===== src/rtl/mmsc_pkg.sv =====
// shared types and constants for the markov mixture sequence classifier
// no dependencies; every rtl file but mmsc_ram refers to it by scoped names
`timescale 1ns / 1ps

package mmsc_pkg;

  // default storage sizes
  localparam int MAX_CLUSTERS = 16;
  localparam int MAX_PAGES    = 64;
  localparam int COST_WIDTH   = 16;

  localparam int DATA_WIDTH = 32;
  localparam int ADDR_WIDTH = 3;

  // request codes
  localparam logic CMD_LOAD  = 1'b0;
  localparam logic CMD_VISIT = 1'b1;

  // register selects, taken from paddr[2]
  localparam logic REG_CLUSTER_COUNT = 1'b0;
  localparam logic REG_PAGE_COUNT    = 1'b1;

  localparam logic [4:0] CLUSTER_COUNT_RST = 5'd16;
  localparam logic [6:0] PAGE_COUNT_RST    = 7'd64;

  typedef struct packed {
    logic        command;
    logic [3:0]  cluster_index;
    logic [5:0]  from_page;
    logic [5:0]  to_page;
    logic [15:0] log_cost;
    logic [6:0]  page_number;
    logic        first_of_seq;
    logic        last_of_seq;
  } req_t;

  typedef struct packed {
    logic [3:0]  best_cluster;
    logic [31:0] best_cost;
    logic [15:0] visit_count;
    logic        bad_page;
  } res_t;

  typedef struct packed {
    logic [4:0] cluster_count;
    logic [6:0] page_count;
  } cfg_t;

  // control from the sequence logic to the scoring engine
  typedef struct packed {
    logic start;  // launch a pass over the clusters
    logic score;  // add the transition cost during the pass
    logic last;   // report the minimum at the end of the pass
    logic clear;  // a new sequence begins: accumulators read as zero
  } pass_t;

endpackage


===== src/rtl/mmsc_cfg.sv =====
// apb-style configuration registers: cluster count and page count
// depends on mmsc_pkg
`timescale 1ns / 1ps

module mmsc_cfg (
  input  logic                              clk_i,
  input  logic                              rst_ni,
  input  logic                              psel,
  input  logic                              penable,
  input  logic                              pwrite,
  input  logic [mmsc_pkg::ADDR_WIDTH-1:0]   paddr,
  input  logic [mmsc_pkg::DATA_WIDTH-1:0]   pwdata,
  output logic [mmsc_pkg::DATA_WIDTH-1:0]   prdata,
  output logic                              pready,
  output mmsc_pkg::cfg_t                    cfg_o
);

  logic [4:0] cluster_count_q, cluster_count_d;
  logic [6:0] page_count_q, page_count_d;
  logic       wr_en;

  assign pready = 1'b1;
  assign wr_en  = psel && penable && pwrite;

  always_comb begin
    cluster_count_d = cluster_count_q;
    page_count_d    = page_count_q;
    if (wr_en) begin
      unique case (paddr[2])
        mmsc_pkg::REG_CLUSTER_COUNT: cluster_count_d = pwdata[4:0];
        mmsc_pkg::REG_PAGE_COUNT:    page_count_d    = pwdata[6:0];
        default: ;
      endcase
    end
  end

  always_comb begin
    unique case (paddr[2])
      mmsc_pkg::REG_CLUSTER_COUNT: prdata = {27'd0, cluster_count_q};
      mmsc_pkg::REG_PAGE_COUNT:    prdata = {25'd0, page_count_q};
      default:                     prdata = '0;
    endcase
  end

  always_ff @(posedge clk_i or negedge rst_ni) begin
    if (!rst_ni) begin
      cluster_count_q <= mmsc_pkg::CLUSTER_COUNT_RST;
      page_count_q    <= mmsc_pkg::PAGE_COUNT_RST;
    end else begin
      cluster_count_q <= cluster_count_d;
      page_count_q    <= page_count_d;
    end
  end

  assign cfg_o.cluster_count = cluster_count_q;
  assign cfg_o.page_count    = page_count_q;

endmodule


===== config.mk =====
export PLATFORM = sky130hd
export DESIGN_NAME = mmsc_cfg
export DESIGN_NICKNAME = d
export VERILOG_FILES = /design/src/rtl/mmsc_pkg.sv /design/src/rtl/mmsc_cfg.sv
export SDC_FILE = /design/constraint.sdc
export NUM_CORES = 1
export LEC_CHECK = 0
export CAP_MARGIN = 10
export CELL_PAD_IN_SITES_DETAIL_PLACEMENT = 0
export CELL_PAD_IN_SITES_GLOBAL_PLACEMENT = 2
export CORE_MARGIN = 5
export CORE_UTILIZATION = 30
export CTS_BUF_LIST = sky130_fd_sc_hd__clkbuf_16
export DETAILED_ROUTE_END_ITERATION = 10
export DONT_BUFFER_PORTS = 1
export PLACE_DENSITY = 0.81
export SYNTH_ARGS = -nofsm -noshare
export SYNTH_HDL_FRONTEND = slang
export SYNTH_SLANG_ARGS = --single-unit

===== constraint.sdc =====
create_clock -name clk_i -period 1.4 [get_ports clk_i]
set_input_delay 0.42 -clock clk_i [delete_from_list [all_inputs] [get_ports clk_i]]
set_output_delay 0.42 -clock clk_i [all_outputs]
set_load 0.005 [all_outputs]

Yosys cells after proc, flatten, opt, wreduce, memory -nomap -nowiden

Index checks and enable logic that the tools add are counted.

Mux-type cells: 1
Bitwise logic cells: 1
Reduce and logical (&&, ||, !) cells: 4

Operators with widths:

| kind              | number |
|---|---|
| $pmux 32 s2       | 1 |
| $reduce_and 2->1  | 2 |
| $logic_and 1x1->1 | 2 |
| $not 1->1         | 1 |

Register bits: 12
Input bits: 40
Output and inout bits: 45

Longest topological paths before layout

Depth after elaboration: 3
Depth in mapped cells: 3

Least setup slack after synthesis

No wires, ideal clock.

Kind: input to output
Start: in paddr[2] (netlist bit)
End: out prdata[0] (netlist bit)
Arrival: 864 ps
Setup slack: 116 ps
Stages: 2
Buffers on the path: 1
Cells stage by stage: buf_6 mux2_2

Longest elaborated chain between the ends: 2

Ends and longest elaborated chain:

| item                       | RTL line       | text |
|---|---|---|
| start, declared            | mmsc_cfg.sv:11 | `input logic [mmsc_pkg::ADDR_WIDTH-1:0] paddr,` |
| $not 1->1 (no source line) | -              |  |
| $pmux 32 s2 *              | mmsc_cfg.sv:38 | `unique case (paddr[2])` |
| end, declared              | mmsc_cfg.sv:13 | `output logic [mmsc_pkg::DATA_WIDTH-1:0] prdata,` |

Every way passes the cells marked *; elsewhere a longest branch is shown, timed or not. The select of a mux whose other input is x is not followed.

Final worst setup path

Start: reg cluster_count_q[1]
End: out prdata[1] (netlist bit)

Longest elaborated chain between the ends: 1

Ends and longest elaborated chain:

| item                   | RTL line       | text |
|---|---|---|
| start, declared        | mmsc_cfg.sv:18 | `logic [4:0] cluster_count_q, cluster_count_d;` |
| start signal, assigned | mmsc_cfg.sv:47 | `cluster_count_q <= mmsc_pkg::CLUSTER_COUNT_RST;` |
| start signal, assigned | mmsc_cfg.sv:50 | `cluster_count_q <= cluster_count_d;` |
| $pmux 32 s2            | mmsc_cfg.sv:38 |  |

No other way between the ends. The select of a mux whose other input is x is not followed.

==> reports/results.txt <==
Number of global-route vias before repair: 383
Final min period: 1.36 ns
Max Transition Viols Final: 0
Data arrival time of the worst path: 0.94 ns
Number of iterations in the first detailed-routing pass: 2
Post-synthesis cell count: 62
CTS HTree Levels: 1
Floorplan row count: 18
Max_cap viols: 0
Count of boundary I/O pins: 85
Area growth from synthesis to final layout: 1.30%
Via density per instance: 4.02
First-iteration detailed-routing DRC count: 15
Starting Density: 0.313
Final-layout fill cell count: 249
Mean routed wirelength per cell: 15.3 um
Routed Wire Length: 1.42 mm
Path category of the worst min-delay check: input port to asynchronous set/reset pin
Worst Path Required: 0.98 ns
Final Hold Violating Endpoints: 0
Area occupied by multi-input gates: 353 um2
Number of remaining DRC errors: 0
Sequential area share after synthesis: 0.394
Number of buffer and inverter stages on the critical path: 0
Register cell area after layout: 303 um2
HPWL reported at the end of detailed placement: 1.13 mm
Critical Path Max Stage Delay: 0.41 ns
Clock Tree Buf Depth: 2
Root buffer cell: clkbuf_16
Antenna Nets Post-Route: 0
Input/output buffers: 0
Routability-driven placement congestion ratio: 0.598
Die Area: 3670 um2
Sink count of the clock tree: 12
Total Nets Final: 105
Post-Place Cell Area: 689 um2
Power density over the cells: 1510 nW/um2
Maximum number of pins on one net before global-route repair: 11
Max FO, Critical Path: 3
Number of antenna violations at the first check in global routing: 0
Number of buffers added by the clock tree synthesis step: 3
Insertion delay to the later sink of the worst-skew pair: 0.23 ns
Kind of critical path: flip-flop to output port
Final setup vio count: 0
Family with the most delay on the worst path: flip-flops
Die width: 60.6 um
Post-CTS Repair Setup Buffers: 0
Share of final-layout standard cells stronger than drive strength 1: 0.413
Worst Setup End Kind: output port
Setup TNS after final layout: 0 ns
Setup repair after global routing missed its margin: false
TritonCTS clock tree: done
Total of flip-flops plus latches after synthesis: 12
Remaining global-route overflow: 0
Number of vias in the routed layout: 374
Average cell area after synthesis: 12.4 um2
Slowest cell on the critical path: dfrtp_1
Synth warn: 0
Clock-pin transition on the worst setup and hold timing paths: 0.04 ns
Height of the die: 60.6 um
Sort of element at the start of the critical path: flip-flop
Maximum achievable frequency: 736 MHz
Outcome: finished clean
Placeable Area: 2450 um2
End-of-flow core utilization: 0.317
All-Layer GR Usage: 0.0725
Share of the clock period used by the worst path: 0.970
Post-Layout Inst Area: 778 um2
Worst vdd rail ir drop: 0.950 mV
Antenna Cells: 0
Synth unique cells: 9
Max Clock Skew: 0 ns
First-pass GRT wire length: 1.84 mm
List of cells traversed by the critical path: mux2_4
Cell area after synthesis: 768 um2
Leakage dissipation: 0.000370 uW
[worst paths after layout]
check	start	to	slack, ns	cells past startpoint
worst max-delay path	cluster_count_q[1]	prdata[1]	0.04	1
worst min-delay path	rst_ni	cluster_count_q[4]	0.03	0
worst max register to register	cluster_count_q[1]	cluster_count_q[1]	0.60	1
worst min register to register	page_count_q[5]	page_count_q[5]	0.56	1
max in group asynchronous	rst_ni	page_count_q[1]	0.49	1
min in group clk_i	pwdata[3]	cluster_count_q[3]	0.33	1
[sequential cells by signal, summed over array words and instances (netlist names)]
name             count
cluster_count_q      5
page_count_q         7
[through the flow]
step / worst slack [ns] / total power (uW) / instances / hold slack [ns]
2_1_floorplan: 0.116 / 690 / 86 / 0.124
3_3_place_gp: 0.224 / 662 / 89 / 0.125
3_5_place_dp: 0.223 / 674 / 89 / 0.125
4_1_cts: 0.0321 / 1180 / 93 / 0.0255
5_1_grt: 0.0107 / 1240 / 93 / 0.0168
6_report: 0.0422 / 1180 / 93 / 0.0273
[placed cells by master (no fill, tap or decap), drive strengths merged]
cell type and instances:
and2 2, clkbuf 3, conb 26, dfrtp 10
dfstp 2, dlygate4sd3 1, mux2 17, nand4 1
nand4b 1
[cells by family after synthesis]
family,after synthesis,share of synthesized area
other,2,0.00978
buffers and inverters,27,0.269
muxes,17,0.249
and+or+nand+nor,4,0.0782
DFF,12,0.394
[layer usage]
layer	track usage	share of wire
met1	0.0699	0.28
met2	0.125	0.50
met3	0.0383	0.20
met4	0.0372	0.016
met5	0	0
[Yosys cell counts (all sizes together)]
| cell | n | area share |
|---|---|---|
| and2 | 2 | 0.020 |
| buf | 27 | 0.27 |
| conb | 2 | 0.0098 |
| dfrtp | 10 | 0.33 |
| dfstp | 2 | 0.068 |
| mux2 | 17 | 0.25 |
| nand4 | 1 | 0.028 |
| nand4b | 1 | 0.031 |
[where the power goes]
part	total [uW]	switching (uW)	internal (uW)
Combinational	167	67.2	99.5
Sequential	509	73.7	435
Clock	500	130	370
[repair_timing]
| item | 4_1_cts | 5_1_grt |
|---|---|---|
| endpoints found under the setup margin | 0 | 1 |
| hold buffers | 1 | 0 |
| resized for setup | 0 | 1 |
| endpoints found under the hold margin | 10 | 0 |
[final cells by class]
cell class	count	area share
Clock buffer	3	0.0965
Tap cell	30	0.0482
Timing Repair Buffer	1	0.0129
Sequential cell	12	0.389
Multi-Input combinational cell	47	0.453
(Power assumes the default switching activity.)
